--- src/rtl/core/rvalu_pkg.sv ---
// ============================================================================
// rvalu_pkg
// Shared opcodes, status and exception codes, and operand types for the
// RV32I integer ALU execute pipeline.
// ============================================================================
package rvalu_pkg;

  localparam int AGE_BITS_DEF = 7;
  localparam int XLEN         = 32;
  localparam int SHAMT_BITS   = 5;

  localparam logic [SHAMT_BITS-1:0] SHAMT_MASK = 5'h1f;

  localparam logic [3:0] OP_ADD     = 4'd0;
  localparam logic [3:0] OP_AND     = 4'd1;
  localparam logic [3:0] OP_AUIPC   = 4'd2;
  localparam logic [3:0] OP_EBREAK  = 4'd3;
  localparam logic [3:0] OP_ECALL   = 4'd4;
  localparam logic [3:0] OP_FENCE   = 4'd5;
  localparam logic [3:0] OP_FENCE_I = 4'd6;
  localparam logic [3:0] OP_LUI     = 4'd7;
  localparam logic [3:0] OP_OR      = 4'd8;
  localparam logic [3:0] OP_SLL     = 4'd9;
  localparam logic [3:0] OP_SLT     = 4'd10;
  localparam logic [3:0] OP_SLTU    = 4'd11;
  localparam logic [3:0] OP_SRA     = 4'd12;
  localparam logic [3:0] OP_SRL     = 4'd13;
  localparam logic [3:0] OP_SUB     = 4'd14;
  localparam logic [3:0] OP_XOR     = 4'd15;

  localparam logic [1:0] ST_OK      = 2'd0;
  localparam logic [1:0] ST_INVALID = 2'd1;

  localparam logic [2:0] EXC_NONE    = 3'd0;
  localparam logic [2:0] EXC_EARLIER = 3'd1;
  localparam logic [2:0] EXC_ILLEGAL = 3'd2;
  localparam logic [2:0] EXC_BREAK   = 3'd3;
  localparam logic [2:0] EXC_ECALL   = 3'd4;

  typedef struct packed {
    logic [3:0]      opcode;
    logic [XLEN-1:0] first_source;
    logic [XLEN-1:0] second_source;
    logic [XLEN-1:0] program_counter;
    logic [XLEN-1:0] immediate_value;
  } alu_uop_t;

endpackage

--- src/rtl/core/rvalu_compute.sv ---
// ============================================================================
// rvalu_compute
// Integer datapath of the execute pipeline: add/sub, logic, shifts,
// set-less-than, lui and auipc.
// ============================================================================
module rvalu_compute
  import rvalu_pkg::*;
(
  input  alu_uop_t        op_in,
  output logic [XLEN-1:0] value
);

  logic [SHAMT_BITS-1:0] shamt;

  assign shamt = op_in.second_source[SHAMT_BITS-1:0] & SHAMT_MASK;

  always_comb begin
    unique case (op_in.opcode)
      OP_ADD:   value = op_in.first_source + op_in.second_source;
      OP_AND:   value = op_in.first_source & op_in.second_source;
      OP_AUIPC: value = op_in.immediate_value + op_in.program_counter;
      OP_LUI:   value = op_in.immediate_value;
      OP_OR:    value = op_in.first_source | op_in.second_source;
      OP_SLL:   value = op_in.first_source << shamt;
      OP_SLT:   value = {{(XLEN-1){1'b0}},
                         ($signed(op_in.first_source) < $signed(op_in.second_source))};
      OP_SLTU:  value = {{(XLEN-1){1'b0}}, (op_in.first_source < op_in.second_source)};
      OP_SRA:   value = $unsigned($signed(op_in.first_source) >>> shamt);
      OP_SRL:   value = op_in.first_source >> shamt;
      OP_SUB:   value = op_in.first_source - op_in.second_source;
      OP_XOR:   value = op_in.first_source ^ op_in.second_source;
      default:  value = '0;
    endcase
  end

endmodule

--- src/rtl/core/rv32i_integer_alu_execute_core.sv ---
// ============================================================================
// rv32i_integer_alu_execute_core
// Execute stage of an RV32I integer ALU: flush filtering, exception
// reporting and the integer datapath in a three-stage pipeline.
// ============================================================================
// Items pass through the stage 1, 2 and 3 registers. Throughput: 1 item per
// cycle unless the output stalls; stages decode/flush, ALU, and result select
// each hold one item, and each advances when the stage after it is free.
// Flushed items are dropped at the first stage and give no result.
// Reset (rst, synchronous): clears the stage valid bits only.
module rv32i_integer_alu_execute_core
  import rvalu_pkg::*;
#(
  parameter int AGE_BITS = AGE_BITS_DEF
) (
  input  logic clk,
  input  logic rst,

  input  logic s_axis_tvalid,
  output logic s_axis_tready,
  // first_source, second_source, program_counter, immediate_value, item_age,
  // branch_flush, branch_flush_age, store_flush, store_flush_age,
  // commit_flush, zero pad
  input  logic [((4*XLEN+3*AGE_BITS+3+7)/8)*8-1:0] s_axis_tdata,
  // opcode, entry_status
  input  logic [5:0] s_axis_tuser,

  output logic m_axis_tvalid,
  input  logic m_axis_tready,
  // result_value
  output logic [XLEN-1:0] m_axis_tdata,
  // exception flag, exception_kind
  output logic [3:0] m_axis_tuser
);

  localparam int AGE_LO   = 4*XLEN;
  localparam int BFL_POS  = AGE_LO + AGE_BITS;
  localparam int BAGE_LO  = BFL_POS + 1;
  localparam int SFL_POS  = BAGE_LO + AGE_BITS;
  localparam int SAGE_LO  = SFL_POS + 1;
  localparam int CFL_POS  = SAGE_LO + AGE_BITS;

  logic [AGE_BITS-1:0] item_age;
  logic [AGE_BITS-1:0] branch_flush_age;
  logic [AGE_BITS-1:0] store_flush_age;
  logic                branch_flush;
  logic                store_flush;
  logic                commit_flush;
  logic [1:0]          entry_status;
  alu_uop_t            in_op;

  assign in_op.first_source    = s_axis_tdata[XLEN-1:0];
  assign in_op.second_source   = s_axis_tdata[2*XLEN-1:XLEN];
  assign in_op.program_counter = s_axis_tdata[3*XLEN-1:2*XLEN];
  assign in_op.immediate_value = s_axis_tdata[4*XLEN-1:3*XLEN];
  assign in_op.opcode          = s_axis_tuser[3:0];
  assign entry_status          = s_axis_tuser[5:4];
  assign item_age              = s_axis_tdata[AGE_LO +: AGE_BITS];
  assign branch_flush          = s_axis_tdata[BFL_POS];
  assign branch_flush_age      = s_axis_tdata[BAGE_LO +: AGE_BITS];
  assign store_flush           = s_axis_tdata[SFL_POS];
  assign store_flush_age       = s_axis_tdata[SAGE_LO +: AGE_BITS];
  assign commit_flush          = s_axis_tdata[CFL_POS];

  // stage handshake
  logic v1, v2, v3;
  logic ready1, ready2, ready3;
  logic in_fire;

  assign ready3        = !v3 || m_axis_tready;
  assign ready2        = !v2 || ready3;
  assign ready1        = !v1 || ready2;
  assign s_axis_tready = ready1;
  assign in_fire       = s_axis_tvalid && ready1;

  // stage 1: flush check and exception decode
  logic       drop;
  logic [2:0] kind_next;

  assign drop = commit_flush
             || (branch_flush && (item_age > branch_flush_age))
             || (store_flush && (item_age >= store_flush_age));

  always_comb begin
    priority if (entry_status[1]) begin
      kind_next = EXC_EARLIER;
    end else if (entry_status == ST_INVALID) begin
      kind_next = EXC_ILLEGAL;
    end else if (in_op.opcode == OP_EBREAK) begin
      kind_next = EXC_BREAK;
    end else if (in_op.opcode == OP_ECALL) begin
      kind_next = EXC_ECALL;
    end else begin
      kind_next = EXC_NONE;
    end
  end

  alu_uop_t   op1;
  logic [2:0] kind1;

  always_ff @(posedge clk) begin
    if (rst) begin
      v1 <= 1'b0;
    end else if (ready1) begin
      v1 <= in_fire && !drop;
    end
  end

  always_ff @(posedge clk) begin
    if (in_fire) begin
      op1   <= in_op;
      kind1 <= kind_next;
    end
  end

  // stage 2: integer datapath
  logic [XLEN-1:0] alu_value;
  logic [XLEN-1:0] value2;
  logic [2:0]      kind2;

  rvalu_compute u_compute (
    .op_in (op1),
    .value (alu_value)
  );

  always_ff @(posedge clk) begin
    if (rst) begin
      v2 <= 1'b0;
    end else if (ready2) begin
      v2 <= v1;
    end
  end

  always_ff @(posedge clk) begin
    if (ready2 && v1) begin
      value2 <= alu_value;
      kind2  <= kind1;
    end
  end

  // stage 3: result select and output register
  logic [XLEN-1:0] value3;
  logic [2:0]      kind3;
  logic            exc3;

  always_ff @(posedge clk) begin
    if (rst) begin
      v3 <= 1'b0;
    end else if (ready3) begin
      v3 <= v2;
    end
  end

  always_ff @(posedge clk) begin
    if (ready3 && v2) begin
      value3 <= (kind2 != EXC_NONE) ? '0 : value2;
      kind3  <= kind2;
      exc3   <= (kind2 != EXC_NONE);
    end
  end

  assign m_axis_tvalid = v3;
  assign m_axis_tdata  = value3;
  assign m_axis_tuser  = {kind3, exc3};

  // checks
  a_exc_flag_matches_kind: assert property (@(posedge clk) disable iff (rst)
    v3 |-> (exc3 == (kind3 != EXC_NONE)))
    else $error("exception flag disagrees with exception kind");

  a_exc_zero_value: assert property (@(posedge clk) disable iff (rst)
    (v3 && exc3) |-> (value3 == '0))
    else $error("nonzero result with exception");

  a_commit_flush_drops: assert property (@(posedge clk) disable iff (rst)
    (in_fire && commit_flush) |=> !v1)
    else $error("commit-flushed item entered the pipeline");

  a_stall_keeps_result: assert property (@(posedge clk) disable iff (rst)
    (v3 && !m_axis_tready) |=> v3)
    else $error("stalled result lost");

endmodule
--- config.mk ---
export PLATFORM = sky130hd
export DESIGN_NAME = rv32i_integer_alu_execute_core
export DESIGN_NICKNAME = d
export VERILOG_FILES = /design/src/rtl/core/rvalu_pkg.sv /design/src/rtl/core/rvalu_compute.sv /design/src/rtl/core/rv32i_integer_alu_execute_core.sv
export SDC_FILE = /design/constraint.sdc
export NUM_CORES = 1
export LEC_CHECK = 0
export BUFFER_PORTS_ARGS = -buffer_cell sky130_fd_sc_hd__buf_2
export CAP_MARGIN = 20
export CORE_UTILIZATION = 45
export DETAILED_ROUTE_END_ITERATION = 12
export GPL_TIMING_DRIVEN = 1
export HOLD_SLACK_MARGIN = 0.05
export PLACE_DENSITY = 0.67
export SETUP_SLACK_MARGIN = 0.4
export SLEW_MARGIN = 0
export SYNTH_ARGS = -nofsm -noshare
export SYNTH_HDL_FRONTEND = slang
export SYNTH_SLANG_ARGS = --single-unit
--- constraint.sdc ---
create_clock -name clk -period 4.8 [get_ports clk]
set_clock_uncertainty 0.15 [all_clocks]
set_input_delay 1.2 -clock clk [delete_from_list [all_inputs] [get_ports clk]]
set_output_delay 1.2 -clock clk [all_outputs]
set_load 0.02 [all_outputs]
==> summary.md, run 1 <==
| Metric | Value |
|---|---|
| CTS root buffer | clkbuf_16 |
| CTS tree | done |
| Worst Setup SP | op1[130] |
| Leak | 8.37 nW |
| Area grow syn2layout | 14.2% |
| Layout cells sized above 1 | 18.6% |
| Yosys warnings | 0 |
| Drt total wl | 70,400 um |
| Flops & latches, synth | 209 |
| Global Route Usage Sum | 35.1% |
| Max-slew violation count | 0 |
| Die width | 199 um |
| ANT nets after route | 0 |
| Fin. Hold Viols | 0 |
| I/O pin cnt | 200 |
| Gr ovfl total | 0 |
| Pwr dens | 329 mW/mm^2 |
| Final setup fails | 0 |
| CP Launch Type | flip-flop |
| Placed Area | 0.0191 sq mm |
| Routability Congestion | about 1.1 |
| Vias | around 17,000 |
| Antenna violations before repair | 6 |
| DRT iter0 DRCs | 2,082 |
| DR vias/cell | 6.50 |
| Total die area | 0.0397 sq mm |
| Core Area | 0.0379 sq mm |
| M2 GR Usage | a little over half |
| Mapped cell area | 0.0175 sq mm |
| Final worst path period share | 92.4% |
| Hold Crit Class | flip-flop to flip-flop |
| Slew headroom | about a quarter |
| Post-synth EDFFs | 206 |
| Synth Area per Inst | 9.38 sq um |
| Worst EP required | approximately 5.0 ns |
| Reg2Reg Launch Point | op1[130] |
| HPWL Detailed | approximately 55,000 um |
| Status | completed |
| First-pass GRT wire length | 102,000 um |
| Met1 Use GR | 47.5% |
| Critical path fanouts, max | 13 |
| Final Power | 6.57 mW |
| Post-synth ARST share | 0% |
| TritonCTS Buffers | 25 |
| Routing usage on met3 | just under 7% |
| Cells after Synth | 1,866 |
| Port Buffers | 199 |
| Post-CTS Setup Inserts | 0 |
| Sum of negative setup slack | 0 ns |
| Post-CTS resize count | 0 |
| Height of the die | around 200 um |
| Largest net degree at the start of global routing | 87 |
| Clock Latency Late Sink | 0.59 ns |
| Syn Nets | about 2,200 |
| Vias in the first global route | 15,400 |
| Clock sinks | 209 |
| Busiest layer in global routing | met2 |
| Initial Util | 46.1% |
| Clock period minus worst slack | 4.43 ns |
| CP Data Arrival Time | 4.60 ns |
| Netlist cell types | 94 |
| Fmax achieved | 226 MHz |
| 1st-pass router iterations | 6 |
| Worst VDD drop | 298 uV |
| Setup CP Type | flip-flop to flip-flop |
| Post-route cell area | 0.0200 sq mm |
| Filler cell count | 3,508 |
| CTS Buffer Depth | 3 |
| CP Capture Type | flip-flop |
| Max Cap Viol | 0 |
| Drt drc | 0 |
| Cell Rows | 71 |
| Clock transition at path regs | 0.06 ns |
| Hold buffers post-CTS | 0 |
| Unrepaired setup endpoints after global routing | false |
| HP Start | kind1[0] |
| Nets@finish | 2,336 |
| Register area share after synthesis | 35.7% |
| Least-Margin Pin Slew | 1.11 ns |
| H-Tree Depth | 1 |
| Main synth FF type | edfxtp_1 |
| Routed wire per std cell | 27.6 um |
[cells by family (layout without fill, tap and decap cells)]
logic type	Yosys count	count (layout)	synth area share (%)
buffers and inverters	242	419	5.70
AND/OR/NAND/NOR	508	508	13.5
adder cells (fa/ha/maj)	149	149	10.8
XOR/XNOR	38	38	1.90
AO/OA/AOI/OAI	617	617	24.6
other	0	2	0
multiplexers	103	103	7.86
flip-flops	209	209	35.7
[cell usage in the layout (no fill, tap or decap), types with 10 or more instances in the layout]
cell | netlist | final
edfxtp_1 | 206 | 206
nor2_1 | 204 | 203
buf_2 | 20 | 199
a21oi_1 | 157 | 157
ha_1 | 146 | 146
inv_1 | 118 | 118
nand2_1 | 103 | 103
o21ai_0 | 102 | 102
mux2i_1 | 62 | 62
buf_4 | 11 | 47
and2_1 | 42 | 41
a21o_1 | 38 | 38
nand3_1 | 37 | 37
a221oi_1 | 31 | 31
nor3_1 | 33 | 30
xnor2_1 | 29 | 29
a211oi_1 | 28 | 28
a22oi_1 | 26 | 26
mux4_2 | 26 | 26
clkbuf_16 | 0 | 25
o221ai_1 | 20 | 20
nand2b_1 | 19 | 19
o21bai_1 | 19 | 19
o211ai_1 | 17 | 17
o31ai_1 | 15 | 15
a31oi_1 | 15 | 15
mux2_2 | 15 | 15
o22ai_1 | 14 | 14
a211o_1 | 14 | 14
nand4_1 | 13 | 13
a221o_1 | 12 | 12
nor2b_1 | 11 | 10
or3_1 | 10 | 10
[final timing paths]
kind                              endpoint  slack, ns  cells past startpoint
worst max-delay path            value2[20]       0.37                      9
worst min-delay path              kind2[0]       0.28                      0
worst max register to register  value2[20]       0.37                      9
worst min register to register    kind2[0]       0.28                      0
[registers in the layout (all words and copies together) (netlist names)]
register       flops
v1                 1
kind1              3
kind2              3
m_axis_tvalid      1
value2            32
v2                 1
op1              132
exc3               1
kind3              3
m_axis_tdata      32
[Yosys cell counts (37+ instances only)]
master | number | area (sq um)
edfxtp_1 | 206 | 6190
nor2_1 | 204 | 766
a21oi_1 | 157 | 786
ha_1 | 146 | 1830
inv_1 | 118 | 443
nand2_1 | 103 | 387
o21ai_0 | 102 | 510
clkbuf_1 | 75 | 282
mux2i_1 | 62 | 621
and2_1 | 42 | 263
a21o_1 | 38 | 285
nand3_1 | 37 | 185
[per-stage QoR]
| step | hold slack (ns) | setup WS, ns | std cells | util, % |
|---|---|---|---|---|
| 2_1_floorplan | 0.250 | 0.983 | 1866 | - |
| 3_3_place_gp | 0.254 | 0.583 | 2509 | 50.4 |
| 3_5_place_dp | 0.264 | 0.758 | 2509 | 50.4 |
| 4_1_cts | 0.280 | 0.726 | 2554 | 52.7 |
| 5_1_grt | 0.294 | 0.472 | 2554 | 52.7 |
| 6_report | 0.279 | 0.366 | 2556 | 52.7 |
[where the power goes]
part           switching (mW)  internal [mW]  total, mW
registers               0.129           2.14       2.27
clock network           0.818           1.23       2.05
logic                    1.45          0.803       2.25
[critical path, stage by stage, from the launching register on]
cell	delay, ns
edfxtp_1	0.68
nand2_1	0.28
nor3_1	0.70
nand2_1	0.50
mux2_2	0.41
a211oi_1	0.58
a21oi_1	0.19
o221ai_1	0.35
a21oi_1	0.11
o21ai_0	0.21
[final cells by class]
type	instances	area, sq um	area share (%)
Antenna cell	2	5.00	0.0250
Clock buffer	27	633	3.17
Clock inverter	18	236	1.18
Inverter	123	462	2.31
Multi-Input combinational cell	1415	10300	51.6
Sequential cell	209	6250	31.3
Tap cell	511	639	3.20
Timing Repair Buffer	251	1450	7.25
[routing by layer]
metal | vias up | share of wire, %
li1 | 7351 | -
met1 | 8015 | 41
met2 | 1037 | 44
met3 | 211 | 9.8
met4 | 6 | 5.3
met5 | - | 0.057
No activity file was read; power rests on OpenSTA's default activity.
==> run 2, diff against run 1 <==
- ABC_AREA: unset -> 1
- HOLD_SLACK_MARGIN: 0.05 -> 0.12
- PLACE_DENSITY: 0.67 -> 0.66
==> summary.md, run 2 <==
| Metric | Value |
|---|---|
| CP Launch Type | flip-flop (unchanged) |
| Inserted Diodes | 0 (was 2) |
| Max Cap Viol | 0 (unchanged) |
| Unrepaired setup endpoints after global routing | false (unchanged) |
| Status | completed (unchanged) |
| Layout cells sized above 1 | 9.26% (was 18.6%) |
| Largest net degree at the start of global routing | 85 (was 87) |
| Vias in the first global route | 19,700 (was 15,400) |
| Syn Nets | 3,434 (was 2,177) |
| Post-synth top area share | 31.0% (was 35.3%) |
| Least-Margin Pin Slew | 1.06 ns (was 1.11 ns) |
| Commonest cells post-synth | nand2_1 (1,058), inv_1 (495), nand3_1 (405) (was edfxtp_1 (206), nor2_1 (204), a21oi_1 (157)) |
| Drt drc | 0 (unchanged) |
| Pwr dens | 294 mW/mm^2 (was 329 mW/mm^2) |
| Post-synth EDFFs | 206 (unchanged) |
| Routed wire per std cell | 22.6 um (was 27.6 um) |
| Largest register FFs | 132 (unchanged) |
| Gr ovfl total | 0 (unchanged) |
| DRT iter0 DRCs | 3,272 (was 2,082) |
| Worst Setup SP | op1[114] (was op1[130]) |
| H-Tree Depth | 1 (unchanged) |
| Post-route cell area | 0.0223 sq mm (was 0.0200 sq mm) |
| DR vias/cell | 5.59 (was 6.50) |
| TritonCTS Buffers | 26 (was 25) |
| Leak | 11.7 nW (was 8.37 nW) |
| Top reg by flops | op1 (unchanged) |
| Filler cell count | 4,511 (was 3,508) |
| Most common cell in the netlist | nand2_1 (was edfxtp_1) |
| Post-CTS Setup Inserts | 0 (unchanged) |
| Post-synth ARST share | 0% (unchanged) |
| Sum of negative setup slack | 0 ns (unchanged) |
| CP Capture Type | flip-flop (unchanged) |
| Nets@finish | 3,584 (was 2,336) |
| Drt total wl | 87,700 um (was 70,400 um) |
| 1st-pass router iterations | 6 (unchanged) |
| Setup CP Type | flip-flop to flip-flop (unchanged) |
| Port Buffers | 199 (unchanged) |
| Commonest non-fill, non-tap cell in the layout | nand2_1 (was edfxtp_1) |
| Clock Latency Late Sink | 0.58 ns (was 0.59 ns) |
| First-pass GRT wire length | 126,000 um (was 102,000 um) |
| Clock transition at path regs | 0.07 ns (was 0.06 ns) |
| Clock period minus worst slack | 3.51 ns (was 4.43 ns) |
| Placed Area | 0.0214 sq mm (was 0.0191 sq mm) |
| Critical path fanouts, max | 10 (was 13) |
| Reg2Reg Launch Point | op1[114] (was op1[130]) |
| Core Area | 0.0435 sq mm (was 0.0379 sq mm) |
| Synth Area per Inst | 6.40 sq um (was 9.38 sq um) |
| Final Power | 6.56 mW (was 6.57 mW) |
| Worst VDD drop | 346 uV (was 298 uV) |
| HPWL Detailed | 71,700 um (was 54,900 um) |
| Post-CTS resize count | 0 (unchanged) |
| Yosys warnings | 0 (unchanged) |
| Final setup fails | 0 (unchanged) |
| Cell total after placement | 3,827 (was 2,509) |
| Vias | 21,700 (was 16,600) |
| CP Data Arrival Time | 3.67 ns (was 4.60 ns) |
| Most frequent cells in the layout | nand2_1 (1,058), inv_1 (494), nand3_1 (405) (was edfxtp_1 (206), nor2_1 (203), buf_2 (199)) |
| ANT nets after route | 0 (unchanged) |
| Fin. Hold Viols | 0 (unchanged) |
| Final core occ | 51.3% (was 52.7%) |
| Cell taking the most area after synthesis | edfxtp_1 (unchanged) |
| Area grow syn2layout | 11.7% (was 14.2%) |
| Slew headroom | 29.3% (was 25.5%) |
| CP endpoint | value2[20] (unchanged) |
| Antenna violations before repair | 1 (was 6) |
| Multi-input gate area | 0.0113 sq mm (was 0.0103 sq mm) |
| Hold buffers post-CTS | 0 (unchanged) |
| I/O pin cnt | 200 (unchanged) |
| Cells on worst reg2reg path | 13 (was 9) |
| Routability Congestion | 1.03 (was 1.07) |
| Cells after Synth | 3,123 (was 1,866) |
| Netlist cell types | 53 (was 94) |
| Total die area | 0.0452 sq mm (was 0.0397 sq mm) |
| Fmax achieved | 285 MHz (was 226 MHz) |
| Final worst path period share | 73.1% (was 92.4%) |
| Height of the die | 213 um (was 199 um) |
| Reg-to-Reg End | value2[20] (unchanged) |
| Cell Rows | 76 (was 71) |
| Flops & latches, synth | 209 (unchanged) |
| Post-route insts no fill | 3,878 (was 2,556) |
| Hold Crit Class | flip-flop to flip-flop (unchanged) |
| Clock sinks | 209 (unchanged) |
| Die width | 213 um (was 199 um) |
| Main synth FF type | edfxtp_1 (unchanged) |
| Max-slew violation count | 0 (unchanged) |
| Global Route Usage Sum | 38.5% (was 35.1%) |
| Storage cell area | 0.00625 sq mm (unchanged) |
| CTS tree | done (unchanged) |
| CTS Buffer Depth | 3 (unchanged) |
| Initial Util | 46.0% (was 46.1%) |
| R2R Setup Slk | 1.29 ns (was 0.37 ns) |
| Register area share after synthesis | 31.3% (was 35.7%) |
| CTS root buffer | clkbuf_16 (unchanged) |
| Mapped cell area | 0.0200 sq mm (was 0.0175 sq mm) |
| Worst EP required | 4.96 ns (about the same) |
| Top post-synthesis cells by area | edfxtp_1 (31%), nand2_1 (20%), nand3_1 (10%), inv_1 (9.3%), ha_1 (9.1%) (was edfxtp_1 (35%), ha_1 (10%), a21oi_1 (4.5%), nor2_1 (4.4%), mux2i_1 (3.5%)) |
[run 2: cell families (layout without fill, tap and decap cells)]
| logic type | Yosys count | in the layout | synth area share [%] |
|---|---|---|---|
| AO/OA/AOI/OAI | 291 | 291 | 8.25 |
| XOR/XNOR | 3 | 3 | 0.132 |
| adder cells (fa/ha/maj) | 149 | 149 | 9.45 |
| buffers and inverters | 620 | 790 | 12.2 |
| flip-flops | 209 | 209 | 31.3 |
| AND/OR/NAND/NOR | 1851 | 1851 | 38.7 |
[run 2: stage by stage]
step / hold slack, ns / setup slack, ns
after floorplan: 0.250 / 0.516
after global placement: 0.253 / 1.40
after detailed placement: 0.255 / 1.48
after CTS: 0.270 / 1.44
after global routing: 0.274 / 1.18
final: 0.270 / 1.29
[run 2: worst min-delay path by stage]
stage | from | to | cells after the start
2_1_floorplan | kind1[0] | kind2[0] | 0
3_3_place_gp | kind1[0] | kind2[0] | 0
3_5_place_dp | kind1[1] | kind2[1] | 0
4_1_cts | kind1[1] | kind2[1] | 0
5_1_grt | kind1[1] | kind2[1] | 0
6_report | kind1[1] | kind2[1] | 0
[run 2: power by group]
part	switching [mW]	internal (mW)	total, mW
registers	0.122	2.14	2.26
clock network	0.871	1.06	1.93
logic	1.70	0.676	2.37
[run 2: per-layer routing]
layer  vias to the layer above  track usage [%]  share of wire [%]
met5                         -                0                  0
met4                         0             17.4                5.3
li1                      10300                -                  -
met3                       185             5.21                9.7
met2                      1285             57.4                 41
met1                      9907             55.1                 44
[run 2: worst max-delay path, stage by stage, from the launching register on]
cell      delay, ns
edfxtp_1       0.52
inv_1          0.08
ha_1           0.56
nand2_1        0.18
nor2_1         0.31
inv_1          0.07
nor2_1         0.30
nand3_1        0.27
nand3_1        0.15
nand2_1        0.06
nand2_1        0.08
nor2_1         0.04
nor2_1         0.35
nand3b_1       0.11
[run 2: final cells by class]
class,count,area share (%)
timing repair buffer,228,5.68
clock buffer,27,2.93
clock inverter,21,0.752
multi-input combinational,2294,50.7
tap,585,3.28
inverter,514,8.67
sequential,209,28.0
